==> src/rtl/tfp_pkg.sv <==
// ----------------------------------------------------------------------------
// tfp_pkg
// Shared types, constants and helpers for the telemetry frame parser.
// ----------------------------------------------------------------------------
package tfp_pkg;

  localparam int PAYLOAD_BYTES = 28;
  localparam int IDX_W         = 5;               // payload byte index
  localparam int BANKS         = 2;
  localparam int RAM_DEPTH     = BANKS * (1 << IDX_W);
  localparam int NUM_FIELDS    = 16;

  localparam logic [7:0]  SYNC_BYTE  = 8'hFE;
  localparam logic [7:0]  LEN_BYTE   = 8'(PAYLOAD_BYTES);
  localparam logic [7:0]  CMD_TELEM  = 8'h25;
  localparam logic [15:0] CRC_INIT   = 16'hFFFF;
  localparam logic [15:0] CRC_POLY   = 16'hA001;

  localparam logic [IDX_W-1:0] IDX_CMD    = '0;
  localparam logic [IDX_W-1:0] IDX_CRC_HI = IDX_W'(PAYLOAD_BYTES - 2);
  localparam logic [IDX_W-1:0] IDX_LAST   = IDX_W'(PAYLOAD_BYTES - 1);

  localparam logic [3:0] FID_FIRST_U8  = 4'd3;
  localparam logic [3:0] FID_FIRST_I16 = 4'd7;
  localparam logic [3:0] FID_LAST      = 4'(NUM_FIELDS - 1);

  localparam logic [1:0] ST_OK      = 2'd0;
  localparam logic [1:0] ST_BAD_LEN = 2'd1;
  localparam logic [1:0] ST_BAD_CMD = 2'd2;
  localparam logic [1:0] ST_BAD_CRC = 2'd3;

  // one frame report waiting for the back end
  typedef struct packed {
    logic [1:0] status;
    logic       bank;
  } job_t;

  // back end hands a buffer bank back to the front end
  typedef struct packed {
    logic valid;
    logic bank;
  } rel_t;

  function automatic logic [15:0] crc16_update(input logic [15:0] crc, input logic [7:0] b);
    logic [15:0] c;
    c = crc ^ {8'h00, b};
    for (int k = 0; k < 8; k++) begin
      c = c[0] ? ((c >> 1) ^ CRC_POLY) : (c >> 1);
    end
    return c;
  endfunction

  // payload index of the (first) byte of a field
  function automatic logic [IDX_W-1:0] field_idx(input logic [3:0] id);
    logic [IDX_W-1:0] r;
    if (id < FID_FIRST_I16) begin
      r = {1'b0, id} + IDX_W'(1);
    end else begin
      r = {id, 1'b0} - IDX_W'(6);
    end
    return r;
  endfunction

  function automatic logic signed [15:0] field_decode(input logic [1:0] status,
                                                      input logic [3:0] id,
                                                      input logic [7:0] hi,
                                                      input logic [7:0] lo);
    logic signed [15:0] v;
    if (status != ST_OK) begin
      v = '0;
    end else if (id < FID_FIRST_U8) begin
      v = {{8{hi[7]}}, hi};
    end else if (id < FID_FIRST_I16) begin
      v = {8'h00, hi};
    end else begin
      v = {hi, lo};
    end
    return v;
  endfunction

endpackage

==> src/rtl/tfp_ram.sv <==
// ----------------------------------------------------------------------------
// tfp_ram
// Generic RAM: one write port, two read ports, registered read with enable.
// ----------------------------------------------------------------------------
module tfp_ram #(
  parameter int WIDTH = 8,
  parameter int DEPTH = 64
) (
  input  logic                     clk,
  input  logic                     we,
  input  logic [$clog2(DEPTH)-1:0] waddr,
  input  logic [WIDTH-1:0]         wdata,
  input  logic                     re,
  input  logic [$clog2(DEPTH)-1:0] raddr_a,
  input  logic [$clog2(DEPTH)-1:0] raddr_b,
  output logic [WIDTH-1:0]         rdata_a,
  output logic [WIDTH-1:0]         rdata_b
);

  logic [WIDTH-1:0] mem [DEPTH];

  always_ff @(posedge clk) begin
    if (we) begin
      mem[waddr] <= wdata;
    end
    if (re) begin
      rdata_a <= mem[raddr_a];
      rdata_b <= mem[raddr_b];
    end
  end

endmodule

==> src/rtl/tfp_queue.sv <==
// ----------------------------------------------------------------------------
// tfp_queue
// Two-entry job queue between the frame front end and the result back end.
// ----------------------------------------------------------------------------
module tfp_queue (
  input  logic          clk,
  input  logic          rst,
  input  logic          push,
  input  tfp_pkg::job_t push_job,
  input  logic          pop,
  output tfp_pkg::job_t head,
  output logic          empty,
  output logic          full
);

  tfp_pkg::job_t slots [2];
  logic          wptr;
  logic          rptr;
  logic [1:0]    count;

  assign head  = slots[rptr];
  assign empty = (count == 2'd0);
  assign full  = (count == 2'd2);

  always_ff @(posedge clk) begin
    if (push) begin
      slots[wptr] <= push_job;
    end
  end

  always_ff @(posedge clk) begin
    if (rst) begin
      wptr  <= 1'b0;
      rptr  <= 1'b0;
      count <= 2'd0;
    end else begin
      if (push) begin
        wptr <= ~wptr;
      end
      if (pop) begin
        rptr <= ~rptr;
      end
      count <= count + 2'(push) - 2'(pop);
    end
  end

endmodule

==> src/rtl/tfp_front.sv <==
// ----------------------------------------------------------------------------
// tfp_front
// Byte front end: sync hunt, length check, CRC, payload capture into a
// buffer bank, and one job per frame report into the queue.
// ----------------------------------------------------------------------------
module tfp_front (
  input  logic                            clk,
  input  logic                            rst,
  input  logic                            rx_valid,
  input  logic [7:0]                      rx_byte,
  output logic                            rx_stall,
  input  logic                            q_full,
  output logic                            push,
  output tfp_pkg::job_t                   push_job,
  input  tfp_pkg::rel_t                   rel,
  output logic                            ram_we,
  output logic [tfp_pkg::IDX_W:0]         ram_waddr,
  output logic [7:0]                      ram_wdata
);

  localparam logic [1:0] PH_HUNT1 = 2'd0;
  localparam logic [1:0] PH_HUNT2 = 2'd1;
  localparam logic [1:0] PH_LEN   = 2'd2;
  localparam logic [1:0] PH_DATA  = 2'd3;

  logic [1:0]                phase;
  logic [1:0]                phase_next;
  logic [tfp_pkg::IDX_W-1:0] byte_count;
  logic [tfp_pkg::IDX_W-1:0] byte_count_next;
  logic [15:0]               crc_acc;
  logic [15:0]               crc_acc_next;
  logic                      cmd_ok;
  logic [7:0]                crc_hi;
  logic                      wbank;
  logic [1:0]                bank_busy;
  logic                      accept;
  logic [15:0]               crc_upd;
  logic [1:0]                frame_status;

  // hold input while the queue is full or the fill bank is still draining
  assign rx_stall = q_full | bank_busy[wbank];
  assign accept   = rx_valid & ~rx_stall;

  assign crc_upd = tfp_pkg::crc16_update((phase == PH_HUNT1) ? tfp_pkg::CRC_INIT : crc_acc,
                                         rx_byte);

  assign ram_we    = accept && (phase == PH_DATA);
  assign ram_waddr = {wbank, byte_count};
  assign ram_wdata = rx_byte;

  always_comb begin
    if (!cmd_ok) begin
      frame_status = tfp_pkg::ST_BAD_CMD;
    end else if ({crc_hi, rx_byte} != crc_acc) begin
      frame_status = tfp_pkg::ST_BAD_CRC;
    end else begin
      frame_status = tfp_pkg::ST_OK;
    end
  end

  always_comb begin
    phase_next      = phase;
    byte_count_next = byte_count;
    crc_acc_next    = crc_acc;
    push            = 1'b0;
    push_job.status = tfp_pkg::ST_BAD_LEN;
    push_job.bank   = wbank;
    if (accept) begin
      case (phase)
        PH_HUNT1: begin
          if (rx_byte == tfp_pkg::SYNC_BYTE) begin
            crc_acc_next = crc_upd;
            phase_next   = PH_HUNT2;
          end
        end
        PH_HUNT2: begin
          if (rx_byte == tfp_pkg::SYNC_BYTE) begin
            crc_acc_next = crc_upd;
            phase_next   = PH_LEN;
          end else begin
            crc_acc_next = tfp_pkg::CRC_INIT;
            phase_next   = PH_HUNT1;
          end
        end
        PH_LEN: begin
          if (rx_byte != tfp_pkg::LEN_BYTE) begin
            push         = 1'b1;
            crc_acc_next = tfp_pkg::CRC_INIT;
            phase_next   = PH_HUNT1;
          end else begin
            crc_acc_next    = crc_upd;
            byte_count_next = '0;
            phase_next      = PH_DATA;
          end
        end
        PH_DATA: begin
          if (byte_count < tfp_pkg::IDX_CRC_HI) begin
            crc_acc_next = crc_upd;
          end
          if (byte_count != tfp_pkg::IDX_LAST) begin
            byte_count_next = byte_count + 1'b1;
          end else begin
            push            = 1'b1;
            push_job.status = frame_status;
            byte_count_next = '0;
            crc_acc_next    = tfp_pkg::CRC_INIT;
            phase_next      = PH_HUNT1;
          end
        end
        default: begin
          phase_next = PH_HUNT1;
        end
      endcase
    end
  end

  always_ff @(posedge clk) begin
    if (accept && phase == PH_DATA) begin
      if (byte_count == tfp_pkg::IDX_CMD) begin
        cmd_ok <= (rx_byte == tfp_pkg::CMD_TELEM);
      end
      if (byte_count == tfp_pkg::IDX_CRC_HI) begin
        crc_hi <= rx_byte;
      end
    end
  end

  always_ff @(posedge clk) begin
    if (rst) begin
      phase      <= PH_HUNT1;
      byte_count <= '0;
      crc_acc    <= tfp_pkg::CRC_INIT;
      wbank      <= 1'b0;
      bank_busy  <= '0;
    end else begin
      phase      <= phase_next;
      byte_count <= byte_count_next;
      crc_acc    <= crc_acc_next;
      // a good frame locks its bank until the back end has read it out
      if (push && push_job.status == tfp_pkg::ST_OK) begin
        bank_busy[wbank] <= 1'b1;
        wbank            <= ~wbank;
      end
      if (rel.valid) begin
        bank_busy[rel.bank] <= 1'b0;
      end
    end
  end

endmodule

==> src/rtl/tfp_back.sv <==
// ----------------------------------------------------------------------------
// tfp_back
// Result back end: turns each job into one error word or 16 field words,
// reading the payload bank through the RAM's two read ports.
// ----------------------------------------------------------------------------
module tfp_back (
  input  logic                    clk,
  input  logic                    rst,
  input  tfp_pkg::job_t           head,
  input  logic                    q_empty,
  output logic                    pop,
  output tfp_pkg::rel_t           rel,
  output logic                    ram_re,
  output logic [tfp_pkg::IDX_W:0] ram_raddr_a,
  output logic [tfp_pkg::IDX_W:0] ram_raddr_b,
  input  logic [7:0]              ram_rdata_a,
  input  logic [7:0]              ram_rdata_b,
  output logic                    fld_valid,
  input  logic                    fld_stall,
  output logic [1:0]              status,
  output logic [3:0]              field_id,
  output logic signed [15:0]      field_value,
  output logic                    last
);

  logic                      out_ready;
  logic                      s1_free;
  logic                      issue;
  logic                      is_err;
  logic                      final_word;
  logic [3:0]                fcnt;
  logic [tfp_pkg::IDX_W-1:0] idx_hi;
  // stage 1: RAM read in flight, metadata alongside
  logic                      s1_valid;
  logic [1:0]                s1_status;
  logic [3:0]                s1_id;
  logic                      s1_last;

  assign out_ready  = ~fld_valid | ~fld_stall;
  assign s1_free    = ~s1_valid | out_ready;
  assign issue      = s1_free & ~q_empty;
  assign is_err     = (head.status != tfp_pkg::ST_OK);
  assign final_word = is_err || (fcnt == tfp_pkg::FID_LAST);
  assign pop        = issue & final_word;

  assign rel.valid = issue & ~is_err & (fcnt == tfp_pkg::FID_LAST);
  assign rel.bank  = head.bank;

  assign idx_hi      = tfp_pkg::field_idx(fcnt);
  assign ram_re      = issue;
  assign ram_raddr_a = {head.bank, idx_hi};
  assign ram_raddr_b = {head.bank, idx_hi + 1'b1};

  always_ff @(posedge clk) begin
    if (issue) begin
      s1_status <= head.status;
      s1_id     <= is_err ? 4'd0 : fcnt;
      s1_last   <= final_word;
    end
    if (out_ready && s1_valid) begin
      status      <= s1_status;
      field_id    <= s1_id;
      field_value <= tfp_pkg::field_decode(s1_status, s1_id, ram_rdata_a, ram_rdata_b);
      last        <= s1_last;
    end
  end

  always_ff @(posedge clk) begin
    if (rst) begin
      fcnt      <= '0;
      s1_valid  <= 1'b0;
      fld_valid <= 1'b0;
    end else begin
      if (pop) begin
        fcnt <= '0;
      end else if (issue) begin
        fcnt <= fcnt + 1'b1;
      end
      if (issue) begin
        s1_valid <= 1'b1;
      end else if (out_ready) begin
        s1_valid <= 1'b0;
      end
      if (out_ready) begin
        fld_valid <= s1_valid;
      end
    end
  end

endmodule

==> src/rtl/telemetry_frame_parser_top.sv <==
// ----------------------------------------------------------------------------
// telemetry_frame_parser_top
// Serial telemetry frame parser with CRC-16/MODBUS check and field decode.
// ----------------------------------------------------------------------------
// Takes one received byte per cycle on rx while rx_stall is low. Frames are
// FE FE 1C, then 28 payload bytes (command 0x25, 25 data bytes, CRC high byte
// first). A bad length word is reported as soon as the length byte arrives; a
// bad command or CRC is reported when the last CRC byte arrives; a good frame
// yields 16 field words with last set on the final one. Payload goes into one
// of two RAM banks, so a new frame is received while the previous one drains at
// one word per cycle while fld_stall is low. With the back end idle, once the
// byte that completes a report is taken, its first word passes through the
// queue register, the RAM read with its stage-1 metadata register, and then the
// output register. rx stalls when the two-entry report queue is full or the
// bank it would fill next is still being read out. An error report is a single
// word and a good frame's report 16 words, so the queue can fill even with fld
// never held, e.g. when short bad-length reports closely follow a good frame.
module telemetry_frame_parser_top (
  input  logic               clk,
  input  logic               rst,
  input  logic               rx_valid,
  output logic               rx_stall,
  input  logic [7:0]         rx_byte,
  output logic               fld_valid,
  input  logic               fld_stall,
  output logic [1:0]         status,
  output logic [3:0]         field_id,
  output logic signed [15:0] field_value,
  output logic               last
);

  tfp_pkg::job_t           push_job;
  tfp_pkg::job_t           head;
  tfp_pkg::rel_t           rel;
  logic                    push;
  logic                    pop;
  logic                    q_empty;
  logic                    q_full;
  logic                    ram_we;
  logic [tfp_pkg::IDX_W:0] ram_waddr;
  logic [7:0]              ram_wdata;
  logic                    ram_re;
  logic [tfp_pkg::IDX_W:0] ram_raddr_a;
  logic [tfp_pkg::IDX_W:0] ram_raddr_b;
  logic [7:0]              ram_rdata_a;
  logic [7:0]              ram_rdata_b;

  tfp_front u_front (
    .clk       (clk),
    .rst       (rst),
    .rx_valid  (rx_valid),
    .rx_byte   (rx_byte),
    .rx_stall  (rx_stall),
    .q_full    (q_full),
    .push      (push),
    .push_job  (push_job),
    .rel       (rel),
    .ram_we    (ram_we),
    .ram_waddr (ram_waddr),
    .ram_wdata (ram_wdata)
  );

  tfp_queue u_queue (
    .clk      (clk),
    .rst      (rst),
    .push     (push),
    .push_job (push_job),
    .pop      (pop),
    .head     (head),
    .empty    (q_empty),
    .full     (q_full)
  );

  tfp_ram #(
    .WIDTH (8),
    .DEPTH (tfp_pkg::RAM_DEPTH)
  ) u_ram (
    .clk     (clk),
    .we      (ram_we),
    .waddr   (ram_waddr),
    .wdata   (ram_wdata),
    .re      (ram_re),
    .raddr_a (ram_raddr_a),
    .raddr_b (ram_raddr_b),
    .rdata_a (ram_rdata_a),
    .rdata_b (ram_rdata_b)
  );

  tfp_back u_back (
    .clk         (clk),
    .rst         (rst),
    .head        (head),
    .q_empty     (q_empty),
    .pop         (pop),
    .rel         (rel),
    .ram_re      (ram_re),
    .ram_raddr_a (ram_raddr_a),
    .ram_raddr_b (ram_raddr_b),
    .ram_rdata_a (ram_rdata_a),
    .ram_rdata_b (ram_rdata_b),
    .fld_valid   (fld_valid),
    .fld_stall   (fld_stall),
    .status      (status),
    .field_id    (field_id),
    .field_value (field_value),
    .last        (last)
  );

  // no push into a full report queue
  a_no_overflow: assert property (@(posedge clk) disable iff (rst)
    !(push && q_full))
    else $error("report queue overflow");

  // an error report is a single zeroed word
  a_err_word: assert property (@(posedge clk) disable iff (rst)
    fld_valid && status != tfp_pkg::ST_OK |-> last && field_id == 4'd0 && field_value == 16'sd0)
    else $error("malformed error word");

  // a good frame ends on its final field
  a_ok_last: assert property (@(posedge clk) disable iff (rst)
    fld_valid && status == tfp_pkg::ST_OK |-> last == (field_id == tfp_pkg::FID_LAST))
    else $error("last flag out of place");

  // a bank is handed back only by the word that pops its job
  a_rel_pop: assert property (@(posedge clk) disable iff (rst)
    rel.valid |-> pop)
    else $error("bank released without pop");

endmodule
==> config.mk <==
export PLATFORM = sky130hd
export DESIGN_NAME = telemetry_frame_parser_top
export DESIGN_NICKNAME = d
export VERILOG_FILES = /design/src/rtl/tfp_pkg.sv /design/src/rtl/tfp_ram.sv /design/src/rtl/tfp_queue.sv /design/src/rtl/tfp_front.sv /design/src/rtl/tfp_back.sv /design/src/rtl/telemetry_frame_parser_top.sv
export SDC_FILE = /design/constraint.sdc
export NUM_CORES = 1
export LEC_CHECK = 0
export ABC_CLOCK_PERIOD_IN_PS = 3200
export CAP_MARGIN = 0
export CORE_ASPECT_RATIO = 1.25
export CORE_MARGIN = 2
export CORE_UTILIZATION = 40
export CTS_CLUSTER_DIAMETER = 60
export CTS_CLUSTER_SIZE = 12
export DETAILED_ROUTE_END_ITERATION = 7
export DONT_BUFFER_PORTS = 1
export PLACE_DENSITY = 0.55
export REMOVE_ABC_BUFFERS = 1
export SYNTH_ARGS = -nofsm -noshare
export SYNTH_HDL_FRONTEND = slang
export SYNTH_SLANG_ARGS = --single-unit
==> constraint.sdc <==
create_clock -name clk -period 3.2 [get_ports clk]
set_input_delay 0.32 -clock clk [delete_from_list [all_inputs] [get_ports clk]]
set_output_delay 0.32 -clock clk [all_outputs]
set_load 0.1 [all_outputs]
Yosys cells after proc, flatten, opt, wreduce, memory -nomap -nowiden
Memory sizes are Yosys's and may differ from the RTL's. A register that Yosys moved wholly into a read port is not among the register bits.
Cells that the tools add are included.
{"block": "word_totals", "in_bits": 12, "mem_count": 2, "rom_bits": 0, "ff_bits": 75, "latch_bits": 0, "ram_bits": 518}
{"block": "op_classes", "bitwise_logic": 29, "n_eq_ne": 15, "shifts": 0, "n_mux": 52, "div_mod_pow": 0, "reduce_logical": 20, "n_addsub": 7, "multipliers": 0, "magnitude_cmp": 8}
{"memory": "u_ram.mem", "words": 64, "width": 8, "read_ports": 2, "rd_clocked_by_memory_dff": 2, "write_ports": 1, "line_no": "tfp_ram.sv:20", "rtl": "logic [WIDTH-1:0] mem [DEPTH];"}
{"memory": "u_queue.slots", "words": 2, "width": 3, "read_ports": 1, "rd_clocked_by_memory_dff": 1, "write_ports": 1, "line_no": "tfp_queue.sv:16", "rtl": "tfp_pkg::job_t slots [2];"}
{"operator": "16-bit two-way mux", "n": 16}
{"operator": "16-bit case mux with 4 select lines", "n": 1}
{"operator": "2-bit two-way mux", "n": 12}
{"operator": "2-bit NOT with 3-bit output", "n": 8}
{"operator": "16-bit != test", "n": 1}
{"operator": "16-bit by 8-bit XOR with 16-bit output", "n": 1}
{"operator": "1-bit two-way mux", "n": 15}
{"operator": "5-bit two-way mux", "n": 3}
{"operator": "5-bit by 1-bit adder with 5-bit output (second input constant)", "n": 2}
{"operator": "5-bit case mux with 2 select lines", "n": 1}
{"operator": "1-bit NOT", "n": 9}
{"operator": "3-bit AND reduction", "n": 3}
{"operator": "8-bit by 6-bit equality test with 1-bit output (second input constant)", "n": 1}
{"operator": "8-bit equality test (second input constant)", "n": 1}
{"operator": "4-bit by 3-bit less-than comparator with 1-bit output (second input constant)", "n": 2}
{"operator": "8-bit by 5-bit != test with 1-bit output (second input constant)", "n": 1}
{"operator": "2-bit case mux with 4 select lines", "n": 1}
{"operator": "2-bit nonzero test", "n": 4}
{"operator": "2-bit equality test (second input constant)", "n": 3}
{"operator": "2-bit zero test", "n": 3}
{"operator": "2-bit != test (second input constant)", "n": 3}
{"operator": "4-bit by 1-bit adder with 5-bit output (second input constant)", "n": 1}
{"operator": "1-bit bitwise AND", "n": 5}
{"operator": "5-bit equality test (second input constant)", "n": 1}
{"operator": "23 further kinds", "n": 33}

Logic depth before layout (Yosys ltp)
Gate-level depths: netlist (run 1).
{"block": "logic_depth", "word_depth": 22, "depth_mapped": 12}

Modules after synthesis
Synthesis (run 1) repeated with hierarchy kept, for this count alone.
{"block": "hier_totals", "cells_unflattened": 1642, "area_unflattened_um2": 28821.4}
{"mod": "tfp_ram", "cells_per_inst": 1211, "n_inst": 1, "area_each_um2": 24434.7}
{"mod": "tfp_front", "cells_per_inst": 249, "n_inst": 1, "area_each_um2": 2311.0}
{"mod": "tfp_back", "cells_per_inst": 152, "n_inst": 1, "area_each_um2": 1645.3}
{"mod": "tfp_queue", "cells_per_inst": 30, "n_inst": 1, "area_each_um2": 430.4}

Worst setup path before layout (run 1)
OpenSTA, ideal clock, no wires.
{"block": "synth_timing", "path_type": "flip-flop to flip-flop", "start": "reg u_back.fld_valid", "end": "reg u_queue.count[1]", "t_arrival_ps": 2919, "period_less_slack_ps": 3047, "setup_ps": 128, "path_stages_with_launch": 12, "setup_slack_ps": 153, "cell_sequence": "dfxtp_1 nand3_1 nor2b_1 clkbuf_1 nand2_1 inv_1 ha_1 inv_1 ha_1 xor2_1 xnor2_1 nor2_1"}
{"block": "synth_between", "elab_chain_cells": 6}
{"item": "from (decl)", "line_no": "tfp_back.sv:18", "rtl": "output logic fld_valid,"}
{"item": "from (signal assigned)", "line_no": "tfp_back.sv:85", "rtl": "fld_valid <= s1_valid;"}
{"item": "1-bit NOT", "line_no": "tfp_back.sv:39", "rtl": "assign out_ready = ~fld_valid | ~fld_stall;"}
{"item": "1-bit OR", "line_no": "tfp_back.sv:39"}
{"item": "1-bit OR", "line_no": "tfp_back.sv:40", "rtl": "assign s1_free = ~s1_valid | out_ready;"}
{"item": "1-bit bitwise AND", "line_no": "tfp_back.sv:41", "rtl": "assign issue = s1_free & ~q_empty;"}
{"item": "net ram_re", "line_no": "telemetry_frame_parser_top.sv:42", "rtl": "logic ram_re;"}
{"item": "1-bit bitwise AND", "line_no": "tfp_back.sv:44", "rtl": "assign pop = issue & final_word;"}
{"item": "net pop", "line_no": "telemetry_frame_parser_top.sv:36", "rtl": "logic pop;"}
{"item": "2-bit by 1-bit subtractor with 2-bit output", "line_no": "tfp_queue.sv:43", "rtl": "count <= count + 2'(push) - 2'(pop);"}
{"item": "to (signal assigned)", "line_no": "tfp_queue.sv:43"}
{"item": "to (decl)", "line_no": "tfp_queue.sv:19", "rtl": "logic [1:0] count;"}
The timed path passes the listed nets, and every way through them passes these cells.
A chain may end at the register's enable or synchronous reset.

Final worst setup path (run 1)
{"block": "layout_timing", "start": "reg u_back.fcnt[0]", "end": "reg u_ram.rdata_b[6], read port of u_ram.mem, data pin"}
{"block": "layout_between", "elab_chain_cells": 3, "elab_cells_between_ends": 5, "cone_classes": "add/sub (3); order compare (1); mux (1)"}
{"item": "from (decl)", "line_no": "tfp_back.sv:31", "rtl": "logic [3:0] fcnt;"}
{"item": "from (signal assigned)", "line_no": "tfp_back.sv:77", "rtl": "fcnt <= fcnt + 1'b1;"}
{"item": "5-bit by 3-bit subtractor with 5-bit output (tied with other cells)", "line_no": "tfp_pkg.sv:59", "rtl": "r = {id, 1'b0} - IDX_W'(6);"}
{"item": "5-bit two-way mux (*)", "line_no": "tfp_pkg.sv:56", "rtl": "if (id < FID_FIRST_I16) begin"}
{"item": "5-bit by 1-bit adder with 5-bit output (*)", "line_no": "tfp_back.sv:52", "rtl": "assign ram_raddr_b = {head.bank, idx_hi + 1'b1};"}
{"item": "to (decl)", "line_no": "tfp_ram.sv:17", "rtl": "output logic [WIDTH-1:0] rdata_b"}
Mark *: on every way between the ends. The rest lies on a longest branch, timed or not.

==> impl_metrics.ini, run 1 <==
[drt]
via_per_inst = 6.09
wl_per_cell_um = 28.6
via_count = 21629
drtIter0Drc = 2237
detail_route.wirelength_um = 102000
firstDrtPassIters = 5
remaining_drc_errors = 0
detail-route-antenna-nets = 0

[hold_path]
min-delay-path-class = primary input to register
hp-start = rx_byte[6]

[logic_synthesis]
yosys_warnings = 0
synth_enable_flop_cells = 573
ys_seq_elements = 610
seq_total_area_yosys_pct = 58.2
postSynthAreaPerCell_um2 = 12.6
combined_area_of_all_synthesized_cells_um2 = 30800
post_synth_num_cell_types = 74
synth-async-reset-ratio_pct = 0
synth_top_flop_cell = sky130_fd_sc_hd__edfxtp_1
synthCells = 2445

[clock_tree]
ctsLongestPathBuffers = 3
clkLatencyLatePin_ns = 0.64
total_clock_buffers_created_by_cts = 58
root_buffer = sky130_fd_sc_hd__clkbuf_16
clkTransAtPathRegs_ns = 0.06
cts_num_sinks = 610
htreeDepth = 2
cts_tree = yes

[layout]
syn_to_final_growth_pct = 14.4
layout_common_cells = 573 x sky130_fd_sc_hd__edfxtp_1, 333 x sky130_fd_sc_hd__nand2_1, 219 x sky130_fd_sc_hd__nor2_1, 199 x sky130_fd_sc_hd__mux2i_1, 187 x sky130_fd_sc_hd__buf_4
fraction_of_layout_instances_using_a_drive_strength_above_1_pct = 18.5
finalNetCount = 2563
layout.cells.most_common = sky130_fd_sc_hd__edfxtp_1
num_antenna_cells = 0

[setup_path]
arrival_ns = 3.63
critical_path_startpoint = u_back.fcnt[0]$_SDFFE_PP0P_
critPathLaunchType = register
worst_ep_required_time_ns = 3.62
critical_path_peak_fanout = 16
r2r_setup_slk_ns = -0.005
setup.worst_path.class = register to register
worstSetupEndpointType = register
r2r_start = u_back.fcnt[0]$_SDFFE_PP0P_

[global_routing]
grt_pass1_vias = 21465
grt_use_total_pct = 25.3
antenna_found_initial = 1
global_route.overflow_total = 0
largest_net_degree_at_the_start_of_global_routing = 114
wire_length_of_the_first_global_routing_pass_um = 147000

[timing]
timing.clock.skew_ns = 0.0129
finalCritPeriodShare_pct = 100
final_critical_path_setup_slack_ns = -0.00452
finalMaxSlewViolations = 0
setup_viol_count_final = 1
fin_crit_ns = 3.20
achievable-frequency_mhz = 312
worst_pin_slew_ns = 0.998
rsz0062_at_grt = false
finalHoldViolCount = 0
fin_tns_setup_ns = -0.00452
slew_headroom_pct = 33.2

[run]
maxCapViolations = 0

[placed_design]
port_buffers = 0
routability_driven_placement_congestion_ratio = 0.903
hpwl_um = 64700

[power_and_ir_drop]
p_per_area_nw_per_um2 = 639
design_power_total_w = 0.0225
power.ir.vdd_worst_v = 0.000394
p_leak_nw = 12.1

[die]
design.core.area_um2 = 76200
start_util_pct = 40.5
dieHeight_um = 314
pin_count = 37
rows = 113
die-width_um = 252
floorplan.die_area_um2 = 79400

[status]
outcome = finished with violations
violations = setup timing
==> final timing paths <==
path | endpoint | cells after the start
worst max-delay path | u_ram.rdata_b[6]$_DFFE_PP_ | 12
worst min-delay path | u_front.crc_acc[13]$_SDFFE_PP1P_ | 4
worst max register to register | u_ram.rdata_b[6]$_DFFE_PP_ | 12
worst min register to register | u_front.bank_busy[0]$_SDFF_PP0_ | 1
==> timing repair <==
item                       CTS  global route
hold buffers                12             0
resized for setup            7            20
pin swaps                    1             2
setup buffers                0             2
cloned                       0             2
hold endpoints to repair   537             0
setup endpoints to repair    4            15
==> flip-flops by register name, indices dropped and copies added, names as in the netlist, 4 cells and up, named ones only <==
name and cells:
u_back.fcnt 4, u_back.field_id 4, u_back.field_value 16, u_back.s1_id 4, u_front.byte_count 5, u_front.crc_acc 16, u_front.crc_hi 8, u_queue.slots 6
u_ram.mem 512, u_ram.rdata_a 8, u_ram.rdata_b 8
==> per-stage QoR <==
step / utilization, % / instance area [µm²] / hold slack (ns) / instances / setup slack, ns
2_1_floorplan: - / 29900 / 0.389 / 2254 / -10.50
3_3_place_gp: 43.4 / 33100 / 0.395 / 3446 / -0.0680
3_5_place_dp: 43.4 / 33100 / 0.396 / 3446 / -0.111
4_1_cts: 46.1 / 35100 / 0.00607 / 3549 / 0.0107
5_1_grt: 46.3 / 35300 / 0.0445 / 3553 / 0.00399
6_report: 46.3 / 35300 / 0.0406 / 3553 / -0.00452
==> synthesized netlist by cell type (13+ instances only) <==
library cell	instances	area, µm²
sky130_fd_sc_hd__nor3_1	25	125
sky130_fd_sc_hd__clkbuf_1	68	255
sky130_fd_sc_hd__mux2i_1	200	2000
sky130_fd_sc_hd__xnor2_1	44	385
sky130_fd_sc_hd__a211oi_1	128	961
sky130_fd_sc_hd__buf_2	75	375
sky130_fd_sc_hd__o211ai_1	17	128
sky130_fd_sc_hd__dfxtp_1	37	741
sky130_fd_sc_hd__nand3_1	96	480
sky130_fd_sc_hd__mux2_2	37	417
sky130_fd_sc_hd__inv_1	13	48.8
sky130_fd_sc_hd__nor2_1	219	822
sky130_fd_sc_hd__nand2_1	334	1250
sky130_fd_sc_hd__nor2b_1	13	81.3
sky130_fd_sc_hd__o22ai_1	15	93.8
sky130_fd_sc_hd__edfxtp_1	573	17200
sky130_fd_sc_hd__o21ai_1	14	70.1
sky130_fd_sc_hd__a311oi_1	35	307
sky130_fd_sc_hd__mux4_2	104	2340
sky130_fd_sc_hd__mux2_1	32	360
sky130_fd_sc_hd__buf_4	29	218
sky130_fd_sc_hd__nand4_1	14	87.6
sky130_fd_sc_hd__o21ai_0	85	425
sky130_fd_sc_hd__a21oi_1	107	536
==> power by group <==
group          leakage (nW)  switching (W)  internal [W]
clock                 0.842        0.00298       0.00373
sequential             5.46       0.000243       0.00893
combinational          5.76        0.00388       0.00278
==> final cells by class <==
class | count | area [µm²]
fillers | 6677 | 40900
clock buffers | 85 | 1640
inverters | 14 | 52.6
repair buffers | 231 | 2290
well taps | 977 | 1220
clock inverters | 6 | 104
multi-input cells | 1630 | 12000
flip-flops and latches | 610 | 18000
==> kinds of logic after synthesis <==
logic type               after synthesis  synth area share, %
AND/OR/NAND/NOR                      742                 10.2
flip-flops                           610                 58.2
AO/OA/AOI/OAI                        453                 9.65
multiplexers                         374                 16.6
buffers and inverters                205                 3.37
XOR/XNOR                              55                 1.70
adder cells (fa/ha/maj)                6                0.243
==> worst max-delay path, stage by stage (launching register included) <==
cell	delay [ns]
sky130_fd_sc_hd__dfxtp_4	0.35
sky130_fd_sc_hd__buf_4	0.20
sky130_fd_sc_hd__nand2b_1	0.23
sky130_fd_sc_hd__a2bb2oi_2	0.21
sky130_fd_sc_hd__o211ai_4	0.25
sky130_fd_sc_hd__buf_12	0.20
sky130_fd_sc_hd__buf_4	0.18
sky130_fd_sc_hd__mux4_2	0.19
sky130_fd_sc_hd__mux2i_1	0.10
sky130_fd_sc_hd__buf_4	0.17
sky130_fd_sc_hd__o211ai_1	0.42
sky130_fd_sc_hd__o31ai_1	0.16
sky130_fd_sc_hd__a311oi_2	0.31
==> metal layers <==
layer	track usage [%]	up-vias	wire, µm
li1	-	9512	-
met4	12.0	0	5280
met5	0	-	0
met1	32.6	10961	39900
met3	3.90	197	7290
met2	41.9	959	49100
Power figures use the tool's default switching activity.
==> inputs of run 2 (changes only) <==
--- a/config.mk
+++ b/config.mk
@@ -8,7 +8,6 @@
 export ABC_CLOCK_PERIOD_IN_PS = 3200
 export CAP_MARGIN = 0
 export CORE_ASPECT_RATIO = 1.25
-export CORE_MARGIN = 2
 export CORE_UTILIZATION = 40
 export CTS_CLUSTER_DIAMETER = 60
 export CTS_CLUSTER_SIZE = 12
@@ -18,4 +17,5 @@
 export REMOVE_ABC_BUFFERS = 1
 export SYNTH_ARGS = -nofsm -noshare
 export SYNTH_HDL_FRONTEND = slang
+export SYNTH_HIERARCHICAL = 1
 export SYNTH_SLANG_ARGS = --single-unit
==> run 2 against run 1 <==
The run now ends clean. Maximum frequency rose by 3.5%. Hold slack got worse by 0.00060 ns. Synthesized cell count fell by 33%. Cell count fell by 22%. Critical path type unchanged.
==> impl_metrics.ini, run 2 <==
[status]
outcome = finished clean

[layout]
layout_common_cells = 573 x sky130_fd_sc_hd__edfxtp_1, 270 x sky130_fd_sc_hd__mux4_2, 177 x sky130_fd_sc_hd__buf_4, 104 x sky130_fd_sc_hd__nor2_1, 80 x sky130_fd_sc_hd__nand2_1
syn_to_final_growth_pct = 16.6
largest_reg_flops = 512
fraction_of_layout_instances_using_a_drive_strength_above_1_pct = 34.0
layout.cells.most_common = sky130_fd_sc_hd__edfxtp_1
num_antenna_cells = 0
largest-register = u_ram/mem
final_area_um2 = 33600
biggestRegsByFlops = u_ram/mem (512), u_back/field_value (16), u_front/crc_acc (16)
filler_cell_count = 5903
finalNetCount = 1828

[power_and_ir_drop]
power.ir.vdd_worst_v = 0.000373
p_leak_nw = 10.7
p_per_area_nw_per_um2 = 609

[drt]
via_per_inst = 6.09
detail-route-antenna-nets = 0
remaining_drc_errors = 0
drtIter0Drc = 1769
wl_per_cell_um = 30.8
via_count = 16877
firstDrtPassIters = 5
detail_route.wirelength_um = 85400

[timing]
finalHoldViolCount = 0
fin_crit_ns = 3.10
slew_headroom_pct = 31.2
finalMaxSlewViolations = 0
worst_pin_slew_ns = 1.03
rsz0062_at_grt = false
finalCritPeriodShare_pct = 96.8
fin_worst_hold_slack_ns = 0.0400
setup_viol_count_final = 0
timing.clock.skew_ns = 0.0277
achievable-frequency_mhz = 323

[logic_synthesis]
synthDominantCellAreaShare_pct = 59.7
synthXorXnorAreaFrac_pct = 1.67
yosys_warnings = 6
synth_top_cells_by_area = sky130_fd_sc_hd__edfxtp_1 60%, sky130_fd_sc_hd__mux4_2 21%, sky130_fd_sc_hd__dfxtp_1 2.6%
synth-async-reset-ratio_pct = 0
post_synth_num_cell_types = 75
dominant_combinational_cell_family_by_area_after_synthesis = multiplexers
postSynthAreaPerCell_um2 = 17.6
yosysMostFrequentCell = sky130_fd_sc_hd__edfxtp_1
ys_seq_elements = 610
synth_top_flop_cell = sky130_fd_sc_hd__edfxtp_1
seq_total_area_yosys_pct = 62.3
synthCells = 1642
muxShareOfSynthArea_pct = 23.7
synth_fa_ha_area_share_pct = 0.304
netlist_top_cells_count = 573 x sky130_fd_sc_hd__edfxtp_1, 270 x sky130_fd_sc_hd__mux4_2, 105 x sky130_fd_sc_hd__nor2_1, 80 x sky130_fd_sc_hd__nand2_1, 68 x sky130_fd_sc_hd__mux2i_1
yosys.area_share.simple_pct = 4.88
synth.largest_area_cell = sky130_fd_sc_hd__edfxtp_1
combined_area_of_all_synthesized_cells_um2 = 28800
synth-compound-area-share_pct = 4.50
synth_enable_flop_cells = 573

[placed_design]
dpl-instance-area_um2 = 31300
routability_driven_placement_congestion_ratio = 0.851
port_buffers = 0
hpwl_um = 54300

[die]
rows = 109
floorplan.die_area_um2 = 73100
dieHeight_um = 302
pin_count = 37
start_util_pct = 40.6
design.core.area_um2 = 71100
die-width_um = 242

[clock_tree]
ctsLongestPathBuffers = 3
root_buffer = sky130_fd_sc_hd__clkbuf_16
cts_num_sinks = 610
total_clock_buffers_created_by_cts = 59
htreeDepth = 2
clkTransAtPathRegs_ns = 0.07
cts_tree = yes
clkLatencyLatePin_ns = 0.65

[hold_path]
min-delay-path-class = primary input to register

[run]
maxCapViolations = 0

[setup_path]
reg2reg_to = u_ram/rdata_b[6]$_DFFE_PP_
critical_path_peak_fanout = 6
worstSetupEndpointType = register
worst_ep_required_time_ns = 3.60
critical_path_startpoint = u_back/fcnt[1]$_SDFFE_PP0P_
r2r_setup_slk_ns = 0.10
setup.worst_path.class = register to register
arrival_ns = 3.50
rr_worst_depth = 16
critical_path.endpoint = u_ram/rdata_b[6]$_DFFE_PP_
r2r_start = u_back/fcnt[1]$_SDFFE_PP0P_
critPathLaunchType = register

[global_routing]
largest_net_degree_at_the_start_of_global_routing = 68
grt_use_total_pct = 23.6
wire_length_of_the_first_global_routing_pass_um = 123000
grt_pass1_vias = 17111
global_route.overflow_total = 0
antenna_found_initial = 2
## run 2: cell families (layout without fill, tap and decap cells)
family          count (synthesis)  count (layout)
buf+inv                       150             337
xor+xnor                       50              50
simple gates                  294             294
compound gates                188             188
mux                           343             343
flops                         610             610
fa+ha+maj                       7               7
## run 2: how the worst min path moves through the flow
stage | cells after the start | to | startpoint | slack (ns)
2_1_floorplan | 1 | u_back/fcnt[0]$_SDFFE_PP0P_ | rst | 0.39
3_3_place_gp | 1 | u_back/s1_valid$_SDFFE_PP0P_ | rst | 0.39
3_5_place_dp | 1 | u_queue/count[1]$_SDFF_PP0_ | rst | 0.40
4_1_cts | 4 | u_front/crc_acc[13]$_SDFFE_PP1P_ | rx_byte[6] | 0.005
5_1_grt | 4 | u_front/crc_acc[13]$_SDFFE_PP1P_ | rx_byte[6] | 0.03
6_report | 4 | u_front/crc_acc[13]$_SDFFE_PP1P_ | rx_byte[6] | 0.04
## run 2: power by group
part | leakage [nW] | internal (W) | switching, W
sequential | 5.47 | 0.00902 | 0.000445
combinational | 4.47 | 0.00222 | 0.00254
clock | 0.772 | 0.00332 | 0.00293
total | 10.7 | 0.0146 | 0.00591
## run 2: stage by stage
step,power (W),std cells,setup slack (ns),util (%),TNS [ns]
after floorplan,0.0129,1512,-18.88,-,-232.05
after global placement,0.0140,2665,-0.292,44.1,-2.66
after detailed placement,0.0140,2665,-0.358,44.1,-2.92
after CTS,0.0205,2768,0.0146,47.1,0
after global routing,0.0211,2772,0.00685,47.3,0
final,0.0205,2772,0.103,47.3,0
## run 2: area by class of cell
type                            count  area [µm²]  area share [%]
Clock inverter                     10        76.3           0.227
Tap cell                          943        1180            3.51
Sequential cell                   610       17900            53.4
Inverter                           20        82.6           0.246
Timing Repair Buffer              236        2510            7.47
Multi-Input combinational cell    882       10300            30.6
Clock buffer                       71        1520            4.53
## run 2: routing by layer
layer / global-route usage [%] / up-vias / wire length (µm)
met4: 7.23 / 0 / 2380
met2: 40.4 / 659 / 43000
met1: 31.1 / 8995 / 34500
met3: 3.64 / 126 / 5430
li1: - / 7097 / -
met5: 0 / - / 0
## run 2: timing repair
item,4_1_cts,5_1_grt
gates resized for setup,24,22
setup endpoints to repair,15,16
hold endpoints to repair,542,0
setup buffers,4,3
hold buffers,14,0
gates cloned,4,1
pin swaps,0,6
## run 2: worst max-delay path, cell delays in order (launching register included)
cell,delay (ns)
sky130_fd_sc_hd__dfxtp_2,0.34
sky130_fd_sc_hd__ha_4,0.17
sky130_fd_sc_hd__a21oi_4,0.17
sky130_fd_sc_hd__buf_6,0.12
sky130_fd_sc_hd__o21ai_4,0.06
sky130_fd_sc_hd__ha_4,0.16
sky130_fd_sc_hd__buf_4,0.12
sky130_fd_sc_hd__buf_4,0.14
sky130_fd_sc_hd__xor2_4,0.22
sky130_fd_sc_hd__buf_12,0.14
sky130_fd_sc_hd__clkbuf_16,0.16
sky130_fd_sc_hd__buf_4,0.15
sky130_fd_sc_hd__mux4_2,0.34
sky130_fd_sc_hd__mux2i_4,0.27
sky130_fd_sc_hd__a22oi_1,0.13
sky130_fd_sc_hd__o211ai_1,0.12
sky130_fd_sc_hd__nand2_1,0.06
==> inputs of run 3 (changes only) <==
--- a/config.mk
+++ b/config.mk
@@ -13,7 +13,7 @@
 export CTS_CLUSTER_SIZE = 12
 export DETAILED_ROUTE_END_ITERATION = 7
 export DONT_BUFFER_PORTS = 1
-export PLACE_DENSITY = 0.55
+export PLACE_DENSITY = 0.54
 export REMOVE_ABC_BUFFERS = 1
 export SYNTH_ARGS = -nofsm -noshare
 export SYNTH_HDL_FRONTEND = slang
==> run 3 against run 2 <==
Via count increased by 1.1%. Cell count increased by 2.0%. Clock-buffer cell count unchanged. Core utilization increased by 1.0 points. Maximum frequency decreased by 3.8%. Clock power increased by 0.6%. Highest routed layer is now met5. The flow now finishes with violations (setup timing). Non-clock buffer count increased by 57. Largest cell class unchanged. Clock skew increased by 0.014 ns.
==> impl_metrics.ini, run 3 (same netlist as run 2, synthesis figures left out) <==
[status]
outcome = finished with violations
violations = setup timing

[die]
design.core.area_um2 = 71100
pin_count = 37
floorplan.die_area_um2 = 73100
start_util_pct = 40.6
die-width_um = 242
dieHeight_um = 302
rows = 109

[clock_tree]
clkTransAtPathRegs_ns = 0.06
root_buffer = sky130_fd_sc_hd__clkbuf_16
total_clock_buffers_created_by_cts = 59
htreeDepth = 2
cts_num_sinks = 610
ctsLongestPathBuffers = 3
cts_tree = yes
clkLatencyLatePin_ns = 0.65

[layout]
num_antenna_cells = 0
finalNetCount = 1886
final_area_um2 = 34300
syn_to_final_growth_pct = 19.2
largest-register = u_ram/mem
largest_reg_flops = 512
multi_input_area_um2 = 10400
layout.area.seq_um2 = 17900
fraction_of_layout_instances_using_a_drive_strength_above_1_pct = 37.3
finalCoreUtilization_pct = 48.3
filler_cell_count = 5931
layout_common_cells = 573 x sky130_fd_sc_hd__edfxtp_1, 270 x sky130_fd_sc_hd__mux4_2, 224 x sky130_fd_sc_hd__buf_4, 103 x sky130_fd_sc_hd__nor2_1, 80 x sky130_fd_sc_hd__nand2_1
biggestRegsByFlops = u_ram/mem (512), u_back/field_value (16), u_front/crc_acc (16)
layout.cells.most_common = sky130_fd_sc_hd__edfxtp_1

[drt]
firstDrtPassIters = 5
detail_route.wirelength_um = 87500
via_per_inst = 6.03
remaining_drc_errors = 0
detail-route-antenna-nets = 0
wl_per_cell_um = 30.9
drtIter0Drc = 1456
via_count = 17066

[timing]
fin_crit_ns = 3.22
timing.clock.skew_ns = 0.0418
achievable-frequency_mhz = 311
finalCritPeriodShare_pct = 101
rsz0062_at_grt = true
finalMaxSlewViolations = 0
finalHoldViolCount = 0
worst_pin_slew_ns = 1.01
setup_viol_count_final = 1
slew_headroom_pct = 32.4
final_critical_path_setup_slack_ns = -0.0198

[global_routing]
grt_use_total_pct = 23.9
largest_net_degree_at_the_start_of_global_routing = 69
antenna_found_initial = 3
wire_length_of_the_first_global_routing_pass_um = 125000
global_route.overflow_total = 0
grt_pass1_vias = 17204

[setup_path]
arrival_ns = 3.61
critPathLaunchType = register
r2r_start = u_back/fcnt[1]$_SDFFE_PP0P_
critical_path_startpoint = u_back/fcnt[1]$_SDFFE_PP0P_
setup.worst_path.class = register to register
worstSetupEndpointType = register
worst_ep_required_time_ns = 3.59
critical_path_peak_fanout = 5

[placed_design]
pre_cts_ws_ns = -0.278
dpl-instance-area_um2 = 31500
hpwl_um = 55100
port_buffers = 0
routability_driven_placement_congestion_ratio = 0.890

[run]
maxCapViolations = 0

[hold_path]
hp-start = rx_byte[6]
min-delay-path-class = primary input to register

[power_and_ir_drop]
p_leak_nw = 11.1
p_per_area_nw_per_um2 = 603
power.ir.vdd_worst_v = 0.000392
[run 3: worst max-delay path: stages (launching register included)]
cell                        delay [ns]
sky130_fd_sc_hd__dfxtp_2          0.34
sky130_fd_sc_hd__ha_4             0.17
sky130_fd_sc_hd__a21oi_4          0.16
sky130_fd_sc_hd__buf_6            0.12
sky130_fd_sc_hd__nor2b_4          0.18
sky130_fd_sc_hd__buf_8            0.15
sky130_fd_sc_hd__buf_16           0.15
sky130_fd_sc_hd__buf_12           0.14
sky130_fd_sc_hd__mux4_2           0.50
sky130_fd_sc_hd__mux4_2           0.49
sky130_fd_sc_hd__nor2_2           0.13
sky130_fd_sc_hd__a2111oi_2        0.06
sky130_fd_sc_hd__a311o_1          0.37
[run 3: cell type report]
cell class                      count  share of cell area [%]
Clock buffer                       71                    4.43
Tap cell                          943                    3.44
Timing Repair Buffer              293                    8.96
Sequential cell                   610                    52.3
Timing Repair inverter              1                  0.0328
Clock inverter                      8                   0.211
Inverter                           20                   0.302
Multi-Input combinational cell    882                    30.4
[run 3: repair_timing]
item                                    in CTS  in global routing
hold endpoints to repair                   545                  0
resized for setup                           38                 59
cloned                                       7                  1
pin swaps                                    5                 14
endpoints found under the setup margin      16                 16
hold buffers                                14                  0
setup buffers                               15                 32
[run 3: per-stage QoR]
stage          power, W  TNS (ns)  hold WS [ns]  std cells
4_1_cts          0.0207         0        0.0125       2796
2_1_floorplan    0.0129   -232.05         0.389       1512
6_report         0.0207   -0.0198        0.0516       2828
5_1_grt          0.0214    -0.364        0.0416       2828
3_5_place_dp     0.0140     -2.92         0.393       2682
3_3_place_gp     0.0140     -2.50         0.394       2682
[run 3: report_power, final]
group | switching (W) | internal, W
Sequential | 0.000468 | 0.00902
Combinational | 0.00253 | 0.00241
Clock | 0.00297 | 0.00332
Total | 0.00597 | 0.0148
[run 3: final timing paths]
| path | to | slack, ns | cells past startpoint |
|---|---|---|---|
| max reg2reg | u_ram/rdata_a[7]$_DFFE_PP_ | -0.02 | 12 |
| min reg2reg | u_back/last$_DFFE_PP_ | 0.43 | 0 |
| max | u_ram/rdata_a[7]$_DFFE_PP_ | -0.02 | 12 |
| min | u_ram/mem[4][6]$_DFFE_PP_ | 0.05 | 1 |
[run 3: layer usage]
layer | track usage, % | part of all wire, %
met1 | 31.0 | 40
met2 | 42.0 | 51
met5 | 0 | 0.015
met3 | 2.94 | 5.1
met4 | 7.94 | 3.6
